## src/rtl/c2s_pkg.sv

```systemverilog
// Constants and the month table for the calendar to seconds converter.
`timescale 1ns / 1ps

package c2s_pkg;

  localparam int unsigned YearW    = 12;
  localparam int unsigned MonthW   = 4;
  localparam int unsigned DayW     = 5;
  localparam int unsigned HourW    = 5;
  localparam int unsigned MinuteW  = 6;
  localparam int unsigned SecondW  = 6;
  localparam int unsigned SecondsW = 32;

  localparam int unsigned CentW    = 6;   // year / 100 fits in 6 bits for 12-bit years
  localparam int unsigned DbmW     = 9;   // largest table entry is 425

  localparam logic [31:0] EpochYear   = 32'd1900;
  localparam logic [11:0] EpochYear12 = 12'd1900;
  localparam logic [11:0] LeapsTo1899 = 12'd460;   // 1899/4 - 1899/100 + 1899/400
  localparam logic [31:0] DaysPerYear = 32'd365;
  localparam logic [31:0] SecsPerDay  = 32'd86400;
  localparam logic [31:0] SecsPerHour = 32'd3600;
  localparam logic [31:0] SecsPerMin  = 32'd60;

  // floor(y / 100) == (y * Recip100) >> Recip100Sh for every 12-bit y
  localparam logic [12:0] Recip100   = 13'd5243;
  localparam int unsigned Recip100Sh = 19;
  localparam logic [6:0]  Hundred    = 7'd100;

  localparam logic [MonthW-1:0] MarchMonth = 4'd3;

  // Days in the months before month m of a common year; codes above twelve
  // keep counting 30-day months.
  function automatic logic [DbmW-1:0] days_before_month(input logic [MonthW-1:0] m);
    logic [DbmW-1:0] d;
    case (m)
      4'd0:    d = 9'd0;
      4'd1:    d = 9'd0;
      4'd2:    d = 9'd31;
      4'd3:    d = 9'd59;
      4'd4:    d = 9'd90;
      4'd5:    d = 9'd120;
      4'd6:    d = 9'd151;
      4'd7:    d = 9'd181;
      4'd8:    d = 9'd212;
      4'd9:    d = 9'd243;
      4'd10:   d = 9'd273;
      4'd11:   d = 9'd304;
      4'd12:   d = 9'd334;
      4'd13:   d = 9'd365;
      4'd14:   d = 9'd395;
      4'd15:   d = 9'd425;
      default: d = 9'd0;
    endcase
    return d;
  endfunction

endpackage

```

## src/rtl/calendar_to_seconds_since_1900.sv

```systemverilog
// Gregorian date and time to seconds since 1900-01-01 00:00:00, modulo 2^32.
`timescale 1ns / 1ps

// The result passes through four register ranks (A, B, C and output) after the input transfer.
// Throughput: one conversion per cycle, back to back, while the consumer keeps up.
//   A stalled output holds only the full ranks; empty ranks keep filling, so four
//   transfers can wait inside before in_ready_o drops.
// Reset: rst_ni clears all valid flags at once; payload registers are not reset.
module calendar_to_seconds_since_1900 (
  input  logic                         clk_i,
  input  logic                         rst_ni,
  input  logic                         in_valid_i,
  output logic                         in_ready_o,
  input  logic [c2s_pkg::YearW-1:0]    year_i,
  input  logic [c2s_pkg::MonthW-1:0]   month_i,
  input  logic [c2s_pkg::DayW-1:0]     day_i,
  input  logic [c2s_pkg::HourW-1:0]    hour_i,
  input  logic [c2s_pkg::MinuteW-1:0]  minute_i,
  input  logic [c2s_pkg::SecondW-1:0]  second_i,
  output logic                         out_valid_o,
  input  logic                         out_ready_i,
  output logic [c2s_pkg::SecondsW-1:0] seconds_since_1900_o
);
  import c2s_pkg::*;

  // ---------------------------------------------------------------------------
  // Pipeline control: a rank advances when it is empty or the rank after it
  // advances. The output register decouples the consumer from the next item.
  // ---------------------------------------------------------------------------
  logic va_q, vb_q, vc_q, vo_q;
  logic en_a, en_b, en_c, en_o;

  assign en_o = !vo_q || out_ready_i;
  assign en_c = !vc_q || en_o;
  assign en_b = !vb_q || en_c;
  assign en_a = !va_q || en_b;

  assign in_ready_o  = en_a;
  assign out_valid_o = vo_q;

  always_ff @(posedge clk_i or negedge rst_ni) begin
    if (!rst_ni) begin
      va_q <= 1'b0;
      vb_q <= 1'b0;
      vc_q <= 1'b0;
      vo_q <= 1'b0;
    end else begin
      if (en_a) va_q <= in_valid_i;
      if (en_b) vb_q <= va_q;
      if (en_c) vc_q <= vb_q;
      if (en_o) vo_q <= vc_q;
    end
  end

  // ---------------------------------------------------------------------------
  // Rank A: capture the input transfer.
  // ---------------------------------------------------------------------------
  logic [YearW-1:0]   year_a_q;
  logic [MonthW-1:0]  month_a_q;
  logic [DayW-1:0]    day_a_q;
  logic [HourW-1:0]   hour_a_q;
  logic [MinuteW-1:0] minute_a_q;
  logic [SecondW-1:0] second_a_q;

  always_ff @(posedge clk_i) begin
    if (en_a && in_valid_i) begin
      year_a_q   <= year_i;
      month_a_q  <= month_i;
      day_a_q    <= day_i;
      hour_a_q   <= hour_i;
      minute_a_q <= minute_i;
      second_a_q <= second_i;
    end
  end

  // Century count by reciprocal multiply; exact over the whole 12-bit range.
  logic [YearW+12:0] cent_prod;
  logic [CentW-1:0]  cent_d;

  assign cent_prod = {13'd0, year_a_q} * {12'd0, Recip100};
  assign cent_d    = cent_prod[Recip100Sh +: CentW];

  // ---------------------------------------------------------------------------
  // Rank B: year, month and century count; build day count and time of day.
  // ---------------------------------------------------------------------------
  logic [YearW-1:0]   year_b_q;
  logic [MonthW-1:0]  month_b_q;
  logic [DayW-1:0]    day_b_q;
  logic [HourW-1:0]   hour_b_q;
  logic [MinuteW-1:0] minute_b_q;
  logic [SecondW-1:0] second_b_q;
  logic [CentW-1:0]   cent_b_q;

  always_ff @(posedge clk_i) begin
    if (en_b && va_q) begin
      year_b_q   <= year_a_q;
      month_b_q  <= month_a_q;
      day_b_q    <= day_a_q;
      hour_b_q   <= hour_a_q;
      minute_b_q <= minute_a_q;
      second_b_q <= second_a_q;
      cent_b_q   <= cent_d;
    end
  end

  logic [YearW-1:0] cent_x100;
  logic [YearW-1:0] rem100;
  logic             leap_yr;
  logic [YearW-1:0] leaps_thru;   // leap years in 1..year
  logic [YearW-1:0] leaps;        // leap years in 1900..year-1
  logic [31:0]      year_off;
  logic [31:0]      days_d;
  logic [31:0]      tod_d;

  assign cent_x100 = YearW'({6'd0, cent_b_q} * {5'd0, Hundred});
  assign rem100    = year_b_q - cent_x100;

  assign leap_yr = ((year_b_q[1:0] == 2'b00) && (rem100 != '0)) ||
                   ((rem100 == '0) && (cent_b_q[1:0] == 2'b00));

  assign leaps_thru = {2'b00, year_b_q[YearW-1:2]} - {6'd0, cent_b_q}
                    + {8'd0, cent_b_q[CentW-1:2]};

  // Leaps before the year: drop the year itself, then the ones up to 1899.
  assign leaps = (year_b_q > EpochYear12) ?
                 (leaps_thru - {11'd0, leap_yr} - LeapsTo1899) : '0;

  assign year_off = {20'd0, year_b_q} - EpochYear;

  assign days_d = (year_off * DaysPerYear)
                + {20'd0, leaps}
                + {23'd0, days_before_month(month_b_q)}
                + {31'd0, (month_b_q >= MarchMonth) && leap_yr};

  // Day zero wraps to minus one day; everything else adds linearly.
  assign tod_d = (({27'd0, day_b_q} - 32'd1) * SecsPerDay)
               + ({27'd0, hour_b_q} * SecsPerHour)
               + ({26'd0, minute_b_q} * SecsPerMin)
               + {26'd0, second_b_q};

  // ---------------------------------------------------------------------------
  // Rank C: day count and seconds within the day.
  // ---------------------------------------------------------------------------
  logic [31:0] days_c_q;
  logic [31:0] tod_c_q;

  always_ff @(posedge clk_i) begin
    if (en_c && vb_q) begin
      days_c_q <= days_d;
      tod_c_q  <= tod_d;
    end
  end

  logic [SecondsW-1:0] total_d;

  assign total_d = (days_c_q * SecsPerDay) + tod_c_q;

  // ---------------------------------------------------------------------------
  // Output register: hold the result until the consumer takes the transfer.
  // ---------------------------------------------------------------------------
  logic [SecondsW-1:0] total_q;

  always_ff @(posedge clk_i) begin
    if (en_o && vc_q) begin
      total_q <= total_d;
    end
  end

  assign seconds_since_1900_o = total_q;

endmodule
```

## config.mk

```make
export PLATFORM = sky130hd
export DESIGN_NAME = calendar_to_seconds_since_1900
export DESIGN_NICKNAME = d
export VERILOG_FILES = /design/src/rtl/c2s_pkg.sv /design/src/rtl/calendar_to_seconds_since_1900.sv
export SDC_FILE = /design/constraint.sdc
export NUM_CORES = 1
export LEC_CHECK = 0
export BUFFER_PORTS_ARGS = -buffer_cell sky130_fd_sc_hd__buf_4
export CAP_MARGIN = 20
export CORE_AREA = 2 2 221 223
export DETAILED_ROUTE_END_ITERATION = 10
export DIE_AREA = 0 0 223 225
export GPL_TIMING_DRIVEN = 0
export PLACE_DENSITY = 0.66
export SYNTH_ARGS = -nofsm -noshare
export SYNTH_HDL_FRONTEND = slang
export SYNTH_SLANG_ARGS = --single-unit
```

## constraint.sdc

```tcl
create_clock -name clk_i -period 9.9 [get_ports clk_i]
set_clock_uncertainty 0.05 [all_clocks]
set_input_delay 0.495 -clock clk_i [delete_from_list [all_inputs] [get_ports clk_i]]
set_output_delay 0.495 -clock clk_i [all_outputs]
set_load 0.01 [all_outputs]
```

======== After elaboration in Yosys (flattened, before gate mapping) ========
Memory sizes are Yosys's and may differ from the RTL's. A register that Yosys moved wholly into a read port is not among the register bits.
Cells that the tools add are included.
word-level totals
  flip-flop bits (word level) ............. 182
  latch bits .............................. 0
  memory bits (writable) .................. 0
  ROM bits ................................ 144
  output and inout bits ................... 34
  word-level logic and storage cells ...... 66
  memories kept ........................... 1
memories
  memory           words  width  read ports  clocked after memory_dff  wr ports  line           text
  (no name shown)  16     9      1           1                         0         c2s_pkg.sv:36  case (m)
operators by class
  add/sub/neg operators ................... 14
  $mul .................................... 7
  divide/modulo/power cells ............... 0
  magnitude comparators ................... 2
  eq/ne operators ......................... 0
  shift operators ......................... 0
  muxes and demuxes ....................... 2
  bitwise logic cells ..................... 0
  reduce and logical (&&, ||, !) cells .... 20
operators by type and width
  cell                    number
  $mul 32x10->25 const B  2
  $add 32x12->32          1
  $add 32x17->32          1
  $add 32x32->32          1
  $add 32x6->32           1
  $add 25x2->26           1
  $add 24x10->25          1
  $mul 12x13->25 const B  1
  $add 23x13->24          1
  $mul 13x10->23 const B  1
  $mul 5x8->13 const B    1
  $sub 12x11->13 const B  1
  $add 11x5->12           1
  $gt 12x11->1 const B    1
  $logic_not 12->1        1
  $mux 12                 1
  $reduce_bool 12->1      1
  $sub 12x1->12           1
  $sub 12x12->12          1
  $sub 12x9->12 const B   1
  $sub 10x6->11           1
  $mul 6x4->10 const B    1
  $mul 6x5->10 const B    1
  $logic_and 1x1->1       7
  other kinds (6)         14

======== Longest topological paths before layout ========
  depth in word-level cells ............... 11
  mapped depth ............................ 43

======== Worst setup path after synthesis ========
OpenSTA, ideal clock, no wires.
  path kind ............................... reg-to-reg
  from .................................... register cent_b_q[1]
  to ...................................... register days_c_q[21], data pin
  setup time .............................. 273 ps
  arrival time ............................ 9214 ps
  data required time ...................... 9577 ps
  slack ................................... 364 ps
  stages on the path, launching flop included .. 39
  clock period less this slack ............ 9536 ps
  cells stage by stage .................... edfxtp_1 > ha_1 > ha_1 > ha_1 > fa_1 > a21o_1 > a21oi_1 > xor2_1 > ha_1 > a221oi_1 > o2111ai_1 > o41a_1 > ha_1 > inv_1 > ha_1 > ha_1 > fa_1 > a21o_1 > [... 3 more ...] > xnor2_1 > nand2_1 > fa_1 > inv_1 > fa_1 > fa_1 > inv_1 > fa_1 > inv_1 > ha_1 > a211o_1 > nor2_1 > o31ai_1 > a221o_1 > a21o_1 > a221o_1 > a211oi_1 > xor2_1
between the ends
  word-level cells in the longest chain between the ends .. 11
  elaborated cells between the ends (all ways) .. 17
  classes of those cells .................. add/sub: 8; mul: 1; mux: 1; reduce/logical: 7
RTL lines
  item                                                    line                                                                          text
  from (decl)                                             calendar_to_seconds_since_1900.sv:92                                          logic [CentW-1:0] cent_b_q;
  from (signal assigned)                                  calendar_to_seconds_since_1900.sv:102                                         cent_b_q <= cent_d;
  $mul 6x5->10                                            calendar_to_seconds_since_1900.sv:115                                         assign cent_x100 = YearW'({6'd0, cent_b_q} * {5'd0, Hundred});
  $sub 12x12->12                                          calendar_to_seconds_since_1900.sv:116                                         assign rem100 = year_b_q - cent_x100;
  $reduce_bool 12->1 or $logic_not 12->1 (tied branches)  calendar_to_seconds_since_1900.sv:118, calendar_to_seconds_since_1900.sv:119
  $logic_and 1x1->1 (on tied branches)                    calendar_to_seconds_since_1900.sv:118, calendar_to_seconds_since_1900.sv:119
  $logic_or 1x1->1                                        calendar_to_seconds_since_1900.sv:118                                         assign leap_yr = ((year_b_q[1:0] == 2'b00) && (rem100 != '0)) ||
  $sub 12x1->12                                           calendar_to_seconds_since_1900.sv:126                                         (leaps_thru - {11'd0, leap_yr} - LeapsTo1899) : '0;
  $sub 12x9->12                                           calendar_to_seconds_since_1900.sv:126
  $mux 12                                                 calendar_to_seconds_since_1900.sv:125                                         assign leaps = (year_b_q > EpochYear12) ?
  $add 23x13->24                                          calendar_to_seconds_since_1900.sv:131                                         + {20'd0, leaps}
  $add 24x10->25                                          calendar_to_seconds_since_1900.sv:132                                         + {23'd0, days_before_month(month_b_q)}
  $add 25x2->26 (*)                                       calendar_to_seconds_since_1900.sv:133                                         + {31'd0, (month_b_q >= MarchMonth) && leap_yr};
  via days_d[21]                                          calendar_to_seconds_since_1900.sv:112                                         logic [31:0] days_d;
  to (signal assigned)                                    calendar_to_seconds_since_1900.sv:149                                         days_c_q <= days_d;
  to (decl)                                               calendar_to_seconds_since_1900.sv:144                                         logic [31:0] days_c_q;
Mark *: on every way through the listed nets, which the timed path passes. The rest lies on a longest branch.
A chain may end at the register's enable or synchronous reset.

======== Worst setup path in the final report ========
  from .................................... register cent_b_q[1]
  to ...................................... register days_c_q[22], data pin
Same word-level chain as after synthesis.

==> results by stage <==
Timing:
- Static timing analysis puts the maximum clock frequency at 0.103 GHz.
- After layout, the minimum clock period comes to 9700 ps.
- The number of slew-limit violations in the final report is 0.
- The worst pin sits at a relative slew slack of 38.8%.
- The final worst setup slack is 204 ps.
- In the finished design, the share of the clock period the worst path needs comes to 97.9%.
- The worst-margin pin slew is 918 ps.
- Setup repair after global routing could not meet its margin everywhere.
- The number of hold-slack violations in the final timing report was 0.
- Setup violations remaining at the end of the flow were counted as 0.

Clock network:
- The H-tree depth is 4.
- The cell at the root of the clock tree is sky130_fd_sc_hd__clkbuf_16.
- TritonCTS built the clock tree.
- Clock tree synthesis found a total of 184 sinks.
- The CTS buffer count is 17.
- After clock tree synthesis, the clock-pin slew on the worst setup and hold paths is 80 ps.
- The clock latency of the later-clocked register in the worst-skew pair is 490 ps.
- The maximum count of clock buffers along a single path is 2.

Setup path:
- In this run the worst path has a maximum fanout of 3.
- The slowest stage of the critical path is the sky130_fd_sc_hd__fa_2 cell.
- The startpoint of the worst register-to-register path is cent_b_q[1].
- The longest individual stage delay on the worst path is 560 ps.
- The cell type with the highest occurrence count on the critical path is sky130_fd_sc_hd__ha_4.
- The kind of end point of the critical path is a flip-flop.
- For the worst flop-to-flop path, the logic depth is 39.
- STA classifies the critical path startpoint as a flip-flop.
- The type of the worst setup path is flip-flop to flip-flop.
- The arrival time at the worst endpoint is 9890 ps.
- The beginning of the critical path is cent_b_q[1].
- The required time at the endpoint of the critical path is 10100 ps.

Floorplan:
- Once the floorplan was initialized, standard cells occupied 44.9% of the core.
- Row generation in the floorplan step produced 80 rows.
- The x dimension of the die is 223 um.
- The core region area is 47500 um^2.
- The number of I/O pins is 76.
- The y dimension of the die is 225 um.
- The die covers 50200 um^2.

Final layout:
- The number of filler instances in the final layout is 4190.
- The number of inserted diodes is 0.
- The share of final-layout standard cells stronger than drive strength 1 is 9.59%.
- Compared with the post-synthesis result, the final layout area differs by 11.5%.
- The number of nets at the end of the flow is 2796.

Route:
- The sum of routed wire length over all layers is 39600 um.
- The post-detailed-route wirelength per cell is 14.2 um.
- The via-per-instance ratio is 5.00.
- The final route contains 13909 vias.
- After detailed routing, the number of remaining DRC violations is 0.
- In this run the remaining antenna-violating nets after routing total 0.
- In this run, the number of DRC markers left after iteration 0 of detailed routing was 572.
- The first-pass iteration count of the detailed router is 5.

Placement:
- The routability-driven placement congestion ratio is 0.896.
- The setup slack at placement is -510 ps.
- Input and output buffers added on the ports amount to 75.
- The placed wire-length estimate is 32900 um.

Logic synthesis:
- The fraction of the yosys area taken by sequential cells is 25.4%.
- By area the synthesized netlist is led by sky130_fd_sc_hd__edfxtp_1 (24%), sky130_fd_sc_hd__ha_1 (23%), sky130_fd_sc_hd__fa_1 (19%).
- The netlist uses 81 different library cells.
- In the synthesized netlist the async set-or-reset flop fraction comes to 2.17%.
- The synthesized design contains 171 enable-type register cells.
- The average size of a mapped cell is 10.4 um^2.
- Counting every instance in the synthesized netlist gives 2044.
- The total of warnings raised by yosys is 0.
- Synthesis produced a netlist with a net count of 2684.
- The biggest area contributor in the post-synthesis netlist is sky130_fd_sc_hd__edfxtp_1.
- For this run, the leading register cell type out of synthesis is sky130_fd_sc_hd__edfxtp_1.
- The cell area after synthesis is 21300 um^2.
- Synthesis inferred 184 register bits.
- The area fraction of the dominant cell type after synthesis is 24.1%.

Min path:
- The path category of the worst min-delay check is input pin to flip-flop.
- Along the worst hold path, the cell count comes to 1.
- The hold path startpoint is year_i[10].

Outcome:
- The run finished with clean final reports.

Global routing:
- The initial antenna violation count is 0.
- The via count of the first global-routing pass is 14435.
- Entering global routing, the biggest net connects 45 pins.
- The first global-routing pass estimated 67800 um of wire.
- The aggregate global routing overflow is 0.
- The overall routing resource usage is 16.7%.

Run:
- The max-cap check violation count is 0.
## timing repair
action | 4_1_cts | 5_1_grt
pin swaps | 8 | 52
buffers inserted | 3 | 11
setup endpoints to repair | 9 | 9
hold buffers | 1 | 0
hold endpoints to repair | 4 | 0
resized for setup | 12 | 48
## stage by stage
stage / util, % / TNS [ps] / hold WS, ps / std cells / instance area (um^2)
after detailed placement: 47.8 / -2800 / 245 / 2737 / 22700
after floorplan: - / 0 / 149 / 2044 / 21300
final: 50.0 / 0 / 121 / 2784 / 23800
after global routing: 50.0 / -728 / 92.1 / 2784 / 23800
after global placement: 47.7 / -2180 / 242 / 2734 / 22700
after CTS: 49.3 / 0 / 83.5 / 2773 / 23400
## critical path, delay by kind of cell, from the launching register on
family	cells	cell delay, ps
adders and majority gates	14	4480
AOI/OAI and AO/OA	16	3570
DFF	1	490
xor gates and xnor gates	3	410
buffers and inverters	5	320
and+or+nand+nor	1	100
## registers in the layout, summed over array words and instances (netlist names), 4 cells and up, named ones only
name	flops
day_b_q	5
minute_b_q	6
second_b_q	6
month_b_q	4
minute_a_q	6
day_a_q	5
seconds_since_1900_o	32
second_a_q	6
year_b_q	12
days_c_q	25
hour_a_q	5
cent_b_q	6
month_a_q	4
tod_c_q	32
year_a_q	12
hour_b_q	5
## kinds of logic (layout without fill, tap and decap cells)
kind of cell	count (synthesis)	in the layout	synth area share, %
AOI/OAI and AO/OA	319	319	10.0
xor gates and xnor gates	165	165	6.86
adders and majority gates	598	598	42.1
buffers and inverters	507	632	9.01
DFF	184	184	25.4
muxes	11	11	0.557
other	1	1	0.0176
and+or+nand+nor	259	259	6.06
## cell usage in the layout (no fill, tap or decap), drive strengths merged, types with 14 or more instances in the layout
cell,n
o21ai,46
nor2b,17
nand3,17
nand2,66
clkbuf,26
a21oi,102
ha,398
inv,503
nor3,17
xor2,47
fa,200
edfxtp,171
o21a,14
nor2,70
o21bai,26
a21o,47
xnor2,118
buf,94
## cell usage after synthesis, types with 6 or more instances
| cell type | instances |
|---|---|
| sky130_fd_sc_hd__a211oi_1 | 13 |
| sky130_fd_sc_hd__clkbuf_1 | 9 |
| sky130_fd_sc_hd__nand2b_1 | 12 |
| sky130_fd_sc_hd__a21oi_1 | 101 |
| sky130_fd_sc_hd__edfxtp_1 | 171 |
| sky130_fd_sc_hd__dfxtp_1 | 9 |
| sky130_fd_sc_hd__nor3_1 | 17 |
| sky130_fd_sc_hd__nor4_1 | 6 |
| sky130_fd_sc_hd__o31ai_1 | 7 |
| sky130_fd_sc_hd__fa_1 | 200 |
| sky130_fd_sc_hd__o21a_1 | 14 |
| sky130_fd_sc_hd__o21ai_0 | 40 |
| sky130_fd_sc_hd__xor2_1 | 46 |
| sky130_fd_sc_hd__a21o_1 | 46 |
| sky130_fd_sc_hd__or2_2 | 6 |
| sky130_fd_sc_hd__ha_1 | 398 |
| sky130_fd_sc_hd__o21bai_1 | 25 |
| sky130_fd_sc_hd__nor2_1 | 70 |
| sky130_fd_sc_hd__nor2b_1 | 17 |
| sky130_fd_sc_hd__nand2_1 | 65 |
| sky130_fd_sc_hd__mux2i_1 | 7 |
| sky130_fd_sc_hd__o21ai_1 | 6 |
| sky130_fd_sc_hd__inv_1 | 494 |
| sky130_fd_sc_hd__nand3_1 | 16 |
| sky130_fd_sc_hd__and2_1 | 10 |
| sky130_fd_sc_hd__o211ai_1 | 7 |
| sky130_fd_sc_hd__a31oi_1 | 12 |
| sky130_fd_sc_hd__xnor2_1 | 118 |
| sky130_fd_sc_hd__nand4_1 | 11 |
## worst paths after layout
kind	to	slack, ps
setup / recovery	days_c_q[22]	200
hold / removal	year_a_q[10]	120
setup reg to reg	days_c_q[22]	200
hold reg to reg	hour_b_q[4]	370
max in group asynchronous	va_q	9420
min in group asynchronous	out_valid_o	270
## routing by layer
metal | part of all wire (%) | track usage, %
met5 | 0 | 0
met4 | 1.8 | 5.17
met3 | 2.6 | 2.87
met2 | 48 | 28.5
met1 | 47 | 21.8
## area by class of cell
| type | instances | area [um^2] | share of cell area [%] |
|---|---|---|---|
| repair buffers | 93 | 729 | 3.07 |
| inverters | 495 | 1860 | 7.81 |
| clock buffers | 17 | 425 | 1.79 |
| clock inverters | 15 | 174 | 0.731 |
| well taps | 615 | 769 | 3.24 |
| flip-flops and latches | 184 | 5420 | 22.8 |
| plain buffers | 12 | 65.1 | 0.274 |
| multi-input cells | 1353 | 14300 | 60.3 |
Power is not shown: default switching activity piles up to over one toggle a cycle in this logic, so the estimate is an artifact.
